**config.mk**
```make
export PLATFORM = sky130hd
export DESIGN_NAME = annexb_access_unit_splitter
export DESIGN_NICKNAME = d
export VERILOG_FILES = /design/src/rtl/aus_pkg.sv /design/src/rtl/annexb_access_unit_splitter.sv
export SDC_FILE = /design/constraint.sdc
export NUM_CORES = 1
export LEC_CHECK = 0
export ABC_AREA = 1
export BUFFER_PORTS_ARGS = -buffer_cell sky130_fd_sc_hd__buf_2
export CORE_MARGIN = 10
export CORE_UTILIZATION = 55
export DETAILED_ROUTE_END_ITERATION = 16
export PLACE_DENSITY_LB_ADDON = 0.25
export SYNTH_ARGS = -nofsm -noshare
export SYNTH_HDL_FRONTEND = slang
export SYNTH_SLANG_ARGS = --single-unit
```
**constraint.sdc**
```tcl
create_clock -name clock -period 12.5 [get_ports clock]
set_input_delay 0.625 -clock clock [delete_from_list [all_inputs] [get_ports clock]]
set_output_delay 0.625 -clock clock [all_outputs]
set_load 0.02 [all_outputs]
```
**src/rtl/aus_pkg.sv**
```systemverilog
`default_nettype none

package aus_pkg;

   // Fixed widths of the stream and result fields.
   localparam int DATA_BITS = 8;
   localparam int OUT_BITS  = 32;

   // NAL header decoding.
   localparam logic [4:0] NAL_TYPE_MASK = 5'h1f;
   localparam logic [4:0] NAL_NON_IDR   = 5'd1;
   localparam logic [4:0] NAL_IDR       = 5'd5;

   // Result queue: one input byte can produce at most two results.
   localparam int MAX_RESULTS   = 2;
   localparam int FIFO_DEPTH    = 4;
   localparam int FIFO_PTR_BITS = $clog2(FIFO_DEPTH);
   localparam int FIFO_CNT_BITS = $clog2(FIFO_DEPTH + 1);

   typedef struct packed {
      logic [OUT_BITS-1:0] unit_offset;
      logic [OUT_BITS-1:0] unit_length;
      logic                keyframe;
      logic                last_of_run;
   } result_type;

endpackage

`default_nettype wire

```
**src/rtl/annexb_access_unit_splitter.sv**
```systemverilog
`default_nettype none

// Channel   Direction  Handshake          Payload
// req       in         req_valid/stall    data_byte[7:0], last_byte
// rsp       out        rsp_valid/stall    unit_offset[31:0], unit_length[31:0],
//                                         keyframe, last_of_run
//
// One stream byte is taken per clock while req_stall is low. The parser state
// and the results of a byte are computed in the cycle of its transfer and land
// in a four-entry result queue, so a result can appear on rsp the cycle after
// the byte that caused it. A byte that closes one unit and flushes another
// queues two results; req_stall is raised whenever fewer than two queue entries are free.
// Reset is synchronous and active high; it clears the parser state and empties
// the queue. A stall on rsp only holds the queue head, and it blocks req only
// once three results are waiting in the queue.
module annexb_access_unit_splitter #(
   parameter int OFFSET_BITS = 32
) (
   input  wire  logic                          clock,
   input  wire  logic                          reset,

   input  wire  logic                          req_valid,
   output       logic                          req_stall,
   input  wire  logic [aus_pkg::DATA_BITS-1:0] req_data_byte,
   input  wire  logic                          req_last_byte,

   output       logic                          rsp_valid,
   input  wire  logic                          rsp_stall,
   output       logic [aus_pkg::OUT_BITS-1:0]  rsp_unit_offset,
   output       logic [aus_pkg::OUT_BITS-1:0]  rsp_unit_length,
   output       logic                          rsp_keyframe,
   output       logic                          rsp_last_of_run
);

   localparam logic [aus_pkg::FIFO_CNT_BITS-1:0] STALL_LEVEL =
      aus_pkg::FIFO_CNT_BITS'(aus_pkg::FIFO_DEPTH - aus_pkg::MAX_RESULTS);

   // Parser state.
   logic [OFFSET_BITS-1:0] byte_position_ff, byte_position_in;
   logic [1:0]             zero_run_ff, zero_run_in;
   logic                   expect_header_ff, expect_header_in;
   logic [OFFSET_BITS-1:0] code_start_ff, code_start_in;
   logic                   unit_open_ff, unit_open_in;
   logic                   unit_has_slice_ff, unit_has_slice_in;
   logic                   unit_has_idr_ff, unit_has_idr_in;
   logic [OFFSET_BITS-1:0] unit_start_ff, unit_start_in;
   logic                   pending_ff, pending_in;
   logic                   pending_idr_ff, pending_idr_in;

   // Result queue.
   aus_pkg::result_type                fifo_ff [aus_pkg::FIFO_DEPTH];
   logic [aus_pkg::FIFO_PTR_BITS-1:0]  wr_ptr_ff, wr_ptr_in;
   logic [aus_pkg::FIFO_PTR_BITS-1:0]  rd_ptr_ff, rd_ptr_in;
   logic [aus_pkg::FIFO_CNT_BITS-1:0]  fill_ff, fill_in;

   logic                   req_accept;
   logic                   rsp_accept;
   logic [4:0]             nal_type;
   logic                   nal_vcl;
   logic                   nal_idr;
   logic                   split_emit;
   logic                   last_emit;
   aus_pkg::result_type    split_result;
   aus_pkg::result_type    last_result;
   logic [aus_pkg::FIFO_PTR_BITS-1:0] second_ptr;

   // Saturates an offset or length to the 32-bit result field.
   function automatic logic [aus_pkg::OUT_BITS-1:0] clamp_out(
      input logic [OFFSET_BITS-1:0] value
   );
      logic [OFFSET_BITS+aus_pkg::OUT_BITS-1:0] wide;
      logic [OFFSET_BITS+aus_pkg::OUT_BITS-1:0] limit;
      wide  = {{aus_pkg::OUT_BITS{1'b0}}, value};
      limit = {{OFFSET_BITS{1'b0}}, {aus_pkg::OUT_BITS{1'b1}}};
      if (wide > limit) begin
         return {aus_pkg::OUT_BITS{1'b1}};
      end
      return wide[aus_pkg::OUT_BITS-1:0];
   endfunction

   // Length from start to stop, zero if the stop lies before the start.
   function automatic logic [aus_pkg::OUT_BITS-1:0] span_out(
      input logic [OFFSET_BITS-1:0] start,
      input logic [OFFSET_BITS-1:0] stop
   );
      logic [OFFSET_BITS-1:0] diff;
      diff = (stop >= start) ? (stop - start) : '0;
      return clamp_out(diff);
   endfunction

   assign req_accept = req_valid && !req_stall;
   assign rsp_accept = rsp_valid && !rsp_stall;
   assign req_stall  = (fill_ff > STALL_LEVEL);

   assign nal_type = req_data_byte[4:0] & aus_pkg::NAL_TYPE_MASK;
   assign nal_vcl  = (nal_type == aus_pkg::NAL_NON_IDR) || (nal_type == aus_pkg::NAL_IDR);
   assign nal_idr  = (nal_type == aus_pkg::NAL_IDR);

   // Next parser state and the results caused by the byte on req.
   always_comb begin
      byte_position_in  = byte_position_ff;
      zero_run_in       = zero_run_ff;
      expect_header_in  = expect_header_ff;
      code_start_in     = code_start_ff;
      unit_open_in      = unit_open_ff;
      unit_has_slice_in = unit_has_slice_ff;
      unit_has_idr_in   = unit_has_idr_ff;
      unit_start_in     = unit_start_ff;
      pending_in        = pending_ff;
      pending_idr_in    = pending_idr_ff;
      split_emit        = 1'b0;

      if (expect_header_ff) begin
         // This byte is a NAL header and never counts toward a start code.
         expect_header_in = 1'b0;
         zero_run_in      = 2'd0;
         if (unit_open_ff && unit_has_slice_ff && nal_vcl && !req_last_byte) begin
            // A further slice: the split depends on its first payload bit.
            pending_in     = 1'b1;
            pending_idr_in = nal_idr;
         end else begin
            if (!unit_open_ff || unit_has_slice_ff) begin
               split_emit        = unit_open_ff && unit_has_slice_ff;
               unit_open_in      = 1'b1;
               unit_start_in     = code_start_ff;
               unit_has_slice_in = 1'b0;
               unit_has_idr_in   = 1'b0;
            end
            if (nal_vcl) begin
               unit_has_slice_in = 1'b1;
            end
            if (nal_idr) begin
               unit_has_idr_in = 1'b1;
            end
         end
      end else begin
         if (pending_ff) begin
            // First payload bit set means the slice starts at macroblock zero.
            if (req_data_byte[aus_pkg::DATA_BITS-1]) begin
               split_emit      = unit_open_ff && unit_has_slice_ff;
               unit_open_in    = 1'b1;
               unit_start_in   = code_start_ff;
               unit_has_idr_in = 1'b0;
            end
            unit_has_slice_in = 1'b1;
            if (pending_idr_ff) begin
               unit_has_idr_in = 1'b1;
            end
            pending_in     = 1'b0;
            pending_idr_in = 1'b0;
         end
         if (req_data_byte == '0) begin
            if (zero_run_ff != 2'd3) begin
               zero_run_in = zero_run_ff + 2'd1;
            end
         end else if (req_data_byte == aus_pkg::DATA_BITS'(1) && zero_run_ff >= 2'd2) begin
            code_start_in    = byte_position_ff - OFFSET_BITS'(zero_run_ff);
            expect_header_in = 1'b1;
            zero_run_in      = 2'd0;
         end else begin
            zero_run_in = 2'd0;
         end
      end

      if (byte_position_ff != '1) begin
         byte_position_in = byte_position_ff + OFFSET_BITS'(1);
      end

      last_emit = req_last_byte && unit_open_in && unit_has_slice_in;

      split_result.unit_offset = clamp_out(unit_start_ff);
      split_result.unit_length = span_out(unit_start_ff, code_start_ff);
      split_result.keyframe    = unit_has_idr_ff;
      split_result.last_of_run = !last_emit;

      last_result.unit_offset = clamp_out(unit_start_in);
      last_result.unit_length = span_out(unit_start_in, byte_position_in);
      last_result.keyframe    = unit_has_idr_in;
      last_result.last_of_run = 1'b1;

      if (req_last_byte) begin
         // The stream ends here; the next byte starts a new one at offset zero.
         byte_position_in  = '0;
         zero_run_in       = 2'd0;
         expect_header_in  = 1'b0;
         code_start_in     = '0;
         unit_open_in      = 1'b0;
         unit_has_slice_in = 1'b0;
         unit_has_idr_in   = 1'b0;
         unit_start_in     = '0;
         pending_in        = 1'b0;
         pending_idr_in    = 1'b0;
      end
   end

   // Queue bookkeeping.
   always_comb begin
      wr_ptr_in  = wr_ptr_ff;
      rd_ptr_in  = rd_ptr_ff;
      fill_in    = fill_ff;
      second_ptr = wr_ptr_ff + aus_pkg::FIFO_PTR_BITS'(split_emit);
      if (req_accept) begin
         wr_ptr_in = wr_ptr_ff + aus_pkg::FIFO_PTR_BITS'(split_emit)
                   + aus_pkg::FIFO_PTR_BITS'(last_emit);
         fill_in   = fill_ff + aus_pkg::FIFO_CNT_BITS'(split_emit)
                   + aus_pkg::FIFO_CNT_BITS'(last_emit);
      end
      if (rsp_accept) begin
         rd_ptr_in = rd_ptr_ff + aus_pkg::FIFO_PTR_BITS'(1);
         fill_in   = fill_in - aus_pkg::FIFO_CNT_BITS'(1);
      end
   end

   always_ff @(posedge clock) begin
      if (reset) begin
         byte_position_ff  <= '0;
         zero_run_ff       <= 2'd0;
         expect_header_ff  <= 1'b0;
         code_start_ff     <= '0;
         unit_open_ff      <= 1'b0;
         unit_has_slice_ff <= 1'b0;
         unit_has_idr_ff   <= 1'b0;
         unit_start_ff     <= '0;
         pending_ff        <= 1'b0;
         pending_idr_ff    <= 1'b0;
         wr_ptr_ff         <= '0;
         rd_ptr_ff         <= '0;
         fill_ff           <= '0;
      end else begin
         if (req_accept) begin
            byte_position_ff  <= byte_position_in;
            zero_run_ff       <= zero_run_in;
            expect_header_ff  <= expect_header_in;
            code_start_ff     <= code_start_in;
            unit_open_ff      <= unit_open_in;
            unit_has_slice_ff <= unit_has_slice_in;
            unit_has_idr_ff   <= unit_has_idr_in;
            unit_start_ff     <= unit_start_in;
            pending_ff        <= pending_in;
            pending_idr_ff    <= pending_idr_in;
         end
         wr_ptr_ff <= wr_ptr_in;
         rd_ptr_ff <= rd_ptr_in;
         fill_ff   <= fill_in;
      end
   end

   // Queue storage; the closed unit goes in ahead of the flushed one.
   always_ff @(posedge clock) begin
      if (req_accept && split_emit) begin
         fifo_ff[wr_ptr_ff] <= split_result;
      end
      if (req_accept && last_emit) begin
         fifo_ff[second_ptr] <= last_result;
      end
   end

   assign rsp_valid       = (fill_ff != '0);
   assign rsp_unit_offset = fifo_ff[rd_ptr_ff].unit_offset;
   assign rsp_unit_length = fifo_ff[rd_ptr_ff].unit_length;
   assign rsp_keyframe    = fifo_ff[rd_ptr_ff].keyframe;
   assign rsp_last_of_run = fifo_ff[rd_ptr_ff].last_of_run;

`ifndef SYNTHESIS
   a_fill_bound: assert property (@(posedge clock) disable iff (reset)
      fill_ff <= aus_pkg::FIFO_CNT_BITS'(aus_pkg::FIFO_DEPTH))
      else $error("result queue overfilled");

   a_pending_in_slice_unit: assert property (@(posedge clock) disable iff (reset)
      pending_ff |-> (unit_open_ff && unit_has_slice_ff))
      else $error("slice decision pending outside a unit holding a slice");

   a_pending_not_header: assert property (@(posedge clock) disable iff (reset)
      !(pending_ff && expect_header_ff))
      else $error("slice decision pending while a header is expected");

   a_header_zero_run: assert property (@(posedge clock) disable iff (reset)
      expect_header_ff |-> (zero_run_ff == 2'd0))
      else $error("zero run not cleared at a start code");

   a_last_flushes: assert property (@(posedge clock) disable iff (reset)
      (req_accept && req_last_byte) |=> (!unit_open_ff && byte_position_ff == '0))
      else $error("stream end did not return the parser to its start");
`endif

endmodule

`default_nettype wire
```
==> impl_metrics.csv, run 1 <==
group,metric,value,unit
run_status,status,"finished, final reports clean",
route,wire_per_inst,23.6,um
route,vias,22500,
critical_path,slowest_delay,0.89,ns
synthesis,ys_types,50,
timing,final.min_clock_period,5.55,ns
clock_network,clock_sinks,377,
floorplan,start_util,55.4,%
route,drt_iter0_drc,3073,
timing,max-slew-margin-rel,18.5,%
clock_network,post-cts-setup-buffers,0,
cells_and_area,fillers,3817,
critical_path,worstPathMaxFanout,77,
cells_and_area,mostFrequentLayoutCells,"nand2_1, nor2_1, inv_1",
synthesis,synth_enable_flop_cells,260,
critical_path,critPathKind,"reg -> reg",
timing,worst_slew_pin_slew,1.22,ns
power_and_ir_drop,p_per_area,138,mW/mm^2
cells_and_area,multiInputGateArea,0.0113,sq mm
clock_network,htree_levels,2,
placement,dpl_cell_area,0.0238,sq mm
grt,antenna_found_initial,5,
synthesis,postSynthCellCount,2999,
clock_network,cts_buffers,42,
cells_and_area,final_area,0.0252,sq mm
critical_path,r2r_slack,6.95,ns
timing,final.setup.tns,0,ns
timing,hold_violations,0,
timing,drv_slew,0,
floorplan,die-area,0.0508,sq mm
timing,finalCritPeriodShare,44.4,%
timing,setup_violations,0,
critical_path,cp.required,12.91,ns
floorplan,io_pins,81,
worst_hold_path,hold_path_class,"in -> reg",
worst_hold_path,hp-start,"rsp_stall",
cells_and_area,final_common_cell,"nand2_1",
route,drt_pass1_iterations,8,
cells_and_area,layout-drive-gt1-share,7.89,%
cells_and_area,register_area,0.0102,sq mm
timing,final.setup_skew,0.0202,ns
synthesis,avgSynthCellArea,7.73,sq um
critical_path,cp-end-kind,"flip-flop",
synthesis,netlist_area,0.0232,sq mm
floorplan,die_h,225,um
floorplan,die_w,225,um
synthesis,ys_ff_latch,377,
cells_and_area,nets,3071,
synthesis,ys.flop_type,"edfxtp_1",
floorplan,core_area,0.0419,sq mm
critical_path,r2r-start,"pending_ff",
clock_network,cts_root_buffer,"clkbuf_16",
grt,grt.overflow.total,0,
clock_network,clk_path_buf_depth,3,
clock_network,cts_hold_buf,0,
critical_path,worst_ep_arrival_time,5.96,ns
grt,grt_first_pass_wirelength,125,mm
critical_path,worst_path_most_repeated_cell,"nand2_1",
critical_path,start_kind,"flip-flop",
placement,dpl.hpwl,59.6,mm
critical_path,crit_start,"pending_ff",
power_and_ir_drop,peakVddDrop,0.106,mV
critical_path,worstPathCellList,"nand2_1 > nand2_1 > inv_2 > a21oi_2 > buf_4 > nor2_1 > a21oi_1 > ha_1 > nand2_1 > nor2_1 > nand2_1 > nor3_1 > nand3_1 > nand3_2 > nand2_2 > nand2_4 > nand2_1 > o21ai_1",
synthesis,async_flop_share,0,%
power_and_ir_drop,p_leak,11.0,nW
timing,rsz0062_at_grt,"no",
route,postRouteAntennaNets,0,
clock_network,clock_latency,0.60,ns
synthesis,ys_warn_count,0,
synthesis,syn_nets,3088,
placement,io_buffers,80,
run,cap_violations,0,
grt,grt_max_degree,102,
cells_and_area,synthToLayoutAreaGrowth,8.72,%
route,via_per_inst,6.32,
grt,grt_pass1_vias,20700,
route,drc_errors,0,
synthesis,synth.yosys.seq_area_share,43.8,%
route,wirelength,84.0,mm
timing,clock.fmax,180,MHz
critical_path,slowest_stage,"a21oi_1",
floorplan,num_rows,75,
grt,track_usage,32.2,%
clock_network,cts_tree,"built",
clock_network,cts_resized,0,
placement,place.gp.congestion,0.997,
clock_network,cts.reportedPaths.clkPinSlew,0.07,ns
where the power goes:
group,switching [mW],internal [mW]
clock network,0.550,0.719
registers,0.0289,1.33
logic,0.630,0.222
worst paths after layout:
kind                            cells after the start            end
worst max-delay path                               18  fifo_ff[2][7]
worst min-delay path                                3   rd_ptr_ff[0]
worst max register to register                     18  fifo_ff[2][7]
worst min register to register                      2      flip-flop
area by class of cell:
| type | count | area share (%) |
|---|---|---|
| antenna | 1 | 0.00992 |
| clock buffer | 51 | 4.50 |
| clock inverter | 27 | 1.06 |
| inverter | 278 | 4.14 |
| multi-input combinational | 2176 | 44.9 |
| sequential | 377 | 40.3 |
| tap | 539 | 2.67 |
| timing repair buffer | 107 | 2.40 |
per-layer routing:
layer	track usage [%]	share of wire, %
met1	41.4	39
met2	51.3	46
met3	7.36	11
met4	13.4	4.1
met5	0	0.062
worst max-delay path: cells and delay by family, from the launching register on:
kind	cells	cell delay [ns]
AND/OR/NAND/NOR	12	2.72
AO/OA/AOI/OAI	3	1.24
flip-flops	1	0.55
buffers and inverters	2	0.38
adder cells (fa/ha/maj)	1	0.38
stage by stage:
stage	util (%)	hold WS [ns]	instances	worst slack (ns)	power, mW
2_1_floorplan	-	0.436	2999	8.07	1.96
3_3_place_gp	56.9	0.446	3477	6.98	2.20
3_5_place_dp	56.9	0.458	3477	7.00	2.22
4_1_cts	60.3	0.375	3555	7.19	3.46
5_1_grt	60.3	0.417	3555	6.59	3.60
6_report	60.3	0.398	3556	6.95	3.48
cells by family (layout without fill, tap and decap cells):
| kind of cell | count (synthesis) | in the layout | share of synthesized area (%) |
|---|---|---|---|
| buffers and inverters | 446 | 463 | 7.57 |
| adders and majority gates | 76 | 76 | 4.23 |
| muxes | 1 | 1 | 0.0432 |
| and+or+nand+nor | 1223 | 1223 | 22.2 |
| DFF | 377 | 377 | 43.8 |
| other | 0 | 1 | 0 |
| xor gates and xnor gates | 66 | 66 | 2.49 |
| AOI/OAI and AO/OA | 810 | 810 | 19.7 |
Yosys cell counts, types with 44 or more instances:
library cell  count  area [sq um]
dfxtp_1         117          2340
nand4_1          46           288
o21ai_0         238          1190
xor2_1           44           385
edfxtp_1        260          7810
nand3_1         151           756
ha_1             72           901
clkbuf_1        126           473
o22ai_1         207          1290
a21oi_1         213          1070
inv_1           269          1010
nor2_1          341          1280
o21ai_1          59           295
nand2_1         595          2230
state kept, by name, summed over array words and instances, names as in the netlist, named ones only:
register and cells:
byte_position_ff 32, code_start_ff 32, expect_header_ff 1, fifo_ff 264
fill_ff 3, pending_ff 1, pending_idr_ff 1, rd_ptr_ff 2
unit_has_idr_ff 1, unit_has_slice_ff 1, unit_open_ff 1, unit_start_ff 32
wr_ptr_ff 2, zero_run_ff 2
No activity file was read; power rests on OpenSTA's default activity.
==> run 2, diff against run 1 <==
Clock period 12.5 ns to 5.1 ns, I/O delays scaled along.
==> run 2 against run 1 <==
Critical path depth increased by 3. Die area is the same. Clock power increased by 130%. Maximum frequency grew 18%. Sequential power is 150% higher. Routed wire length up 2.8%. First-iteration DRC count grew 11%. Setup slack got worse by 6.6 ns. Combinational power rose by 150%. Critical path type unchanged. Highest routed layer is now met4.
==> impl_metrics.csv, run 2 (synthesis gave the netlist of run 1 again) <==
group,metric,value,unit
cells_and_area,mostFrequentLayoutCells,"nand2_1, nor2_1, inv_1",
placement,place.gp.congestion,1.05,
route,via_per_inst,6.36,
timing,clock.fmax,212,MHz
critical_path,cp-end-kind,"flip-flop",
cells_and_area,final_common_cell,"nand2_1",
timing,rsz0062_at_grt,"yes",
cells_and_area,stdcell_count,3581,
critical_path,critPathKind,"reg -> reg",
grt,grt_max_degree,102,
floorplan,die_h,225,um
route,wire_per_inst,24.1,um
critical_path,start_kind,"flip-flop",
power_and_ir_drop,peakVddDrop,0.240,mV
cells_and_area,utilization,60.4,%
clock_network,cts_hold_buf,0,
placement,dpl_cell_area,0.0240,sq mm
placement,dp_cells,3505,
critical_path,r2r-start,"byte_position_ff[1]",
route,drc_errors,0,
clock_network,clk_path_buf_depth,3,
route,wirelength,86.3,mm
floorplan,die-area,0.0508,sq mm
grt,antenna_found_initial,0,
cells_and_area,layout-drive-gt1-share,8.35,%
clock_network,cts.reportedPaths.clkPinSlew,0.06,ns
route,postRouteAntennaNets,0,
clock_network,clock_sinks,377,
floorplan,die_w,225,um
worst_hold_path,hold_path_class,"in -> reg",
timing,finalCritPeriodShare,92.5,%
cells_and_area,nets,3098,
timing,setup_violations,0,
route,drt_iter0_drc,3424,
grt,track_usage,33.2,%
critical_path,cp_top_family,"simple AND/OR/NAND/NOR gates",
floorplan,io_pins,81,
timing,drv_slew,0,
timing,final.setup_skew,0.0224,ns
grt,use_met1,43.1,%
cells_and_area,final_area,0.0253,sq mm
grt,met3_usage,6.81,%
critical_path,worst_ep_arrival_time,5.00,ns
clock_network,cts_buffers,41,
run_status,status,"finished, final reports clean",
timing,final.min_clock_period,4.72,ns
grt,grt_pass1_vias,21200,
route,vias,22800,
cells_and_area,synthToLayoutAreaGrowth,9.06,%
placement,io_buffers,80,
run,cap_violations,0,
critical_path,r2r_slack,0.38,ns
critical_path,slowest_stage,"dfxtp_1",
critical_path,crit_start,"byte_position_ff[1]",
critical_path,worst-path-buf-inv,1,
cells_and_area,regMostFlops,"fifo_ff",
grt,grt-busiest-layer,"met2",
power_and_ir_drop,p_leak,11.0,nW
clock_network,cts_tree,"built",
critical_path,slowest_delay,0.48,ns
critical_path,worst_path_most_repeated_cell,"nor2_1",
timing,layout_setup_ws,0.382,ns
timing,final.setup.tns,0,ns
worst_hold_path,hp-start,"rsp_stall",
grt,met2_usage,53.3,%
floorplan,num_rows,75,
floorplan,start_util,55.4,%
clock_network,htree_levels,2,
clock_network,cts_root_buffer,"clkbuf_16",
critical_path,worstPathMaxFanout,77,
timing,max-slew-margin-rel,18.2,%
critical_path,cp.required,5.38,ns
floorplan,core_area,0.0419,sq mm
cells_and_area,largest_register_ffs,264,
grt,grt_first_pass_wirelength,129,mm
cells_and_area,fillers,3826,
placement,dpl.hpwl,61.3,mm
grt,grt.overflow.total,0,
placement,dp_slack,0.302,ns
critical_path,worstPathCellList,"ha_1 > nand2_2 > nor2_4 > nand2_2 > nor2_1 > nand3_1 > nor2_1 > nand2_1 > nor2_1 > nand4_1 > nor2_1 > xor2_1 > ha_1 > inv_1 > nor3_1 > nand2_1 > nand3_1 > a31oi_1 > nand2_8 > nand2_1 > o21ai_0",
power_and_ir_drop,p_per_area,329,mW/mm^2
clock_network,clock_latency,0.59,ns
route,drt_pass1_iterations,6,
timing,hold_violations,0,
timing,worst_slew_pin_slew,1.23,ns
[run 2: metrics by stage]
stage / total power [mW] / hold WS, ns
floorplan: 4.80 / 0.436
global placement: 5.41 / 0.449
detailed placement: 5.45 / 0.460
CTS: 8.27 / 0.00337
global route: 8.60 / 0.0468
finish: 8.31 / 0.0228
[run 2: power breakdown]
group,internal [mW],switching [mW]
logic,0.551,1.54
registers,3.26,0.0805
clock network,1.60,1.29
[run 2: cell type report]
cell class | count | area (sq um) | share of cell area (%)
Antenna cell | 1 | 2.50 | 0.00989
Clock buffer | 57 | 1120 | 4.42
Clock inverter | 18 | 145 | 0.574
Inverter | 278 | 1040 | 4.13
Multi-Input combinational cell | 2176 | 11300 | 44.8
Sequential cell | 377 | 10200 | 40.1
Tap cell | 539 | 674 | 2.67
Timing Repair Buffer | 135 | 828 | 3.27
[run 2: timing repair]
item	4_1_cts	5_1_grt
buffers inserted	0	0
setup endpoints to repair	0	81
resized for setup	0	1
[run 2: path summary, 6_finish.rpt]
kind                          to  cells after the start
setup reg to reg   fifo_ff[3][2]                     21
hold / removal         flip-flop                      3
setup / recovery   fifo_ff[3][2]                     21
hold reg to reg   pending_idr_ff                      2
[run 2: metal layers]
metal	wire length, um	part of all wire (%)
met2	39400	46
met3	10300	12
met4	3690	4.3
met5	0	0
met1	33000	38
[run 2: worst min-delay path, cell delays in order]
cell and delay [ns]:
buf_2 0.08, a21oi_1 0.09, a21oi_1 0.15
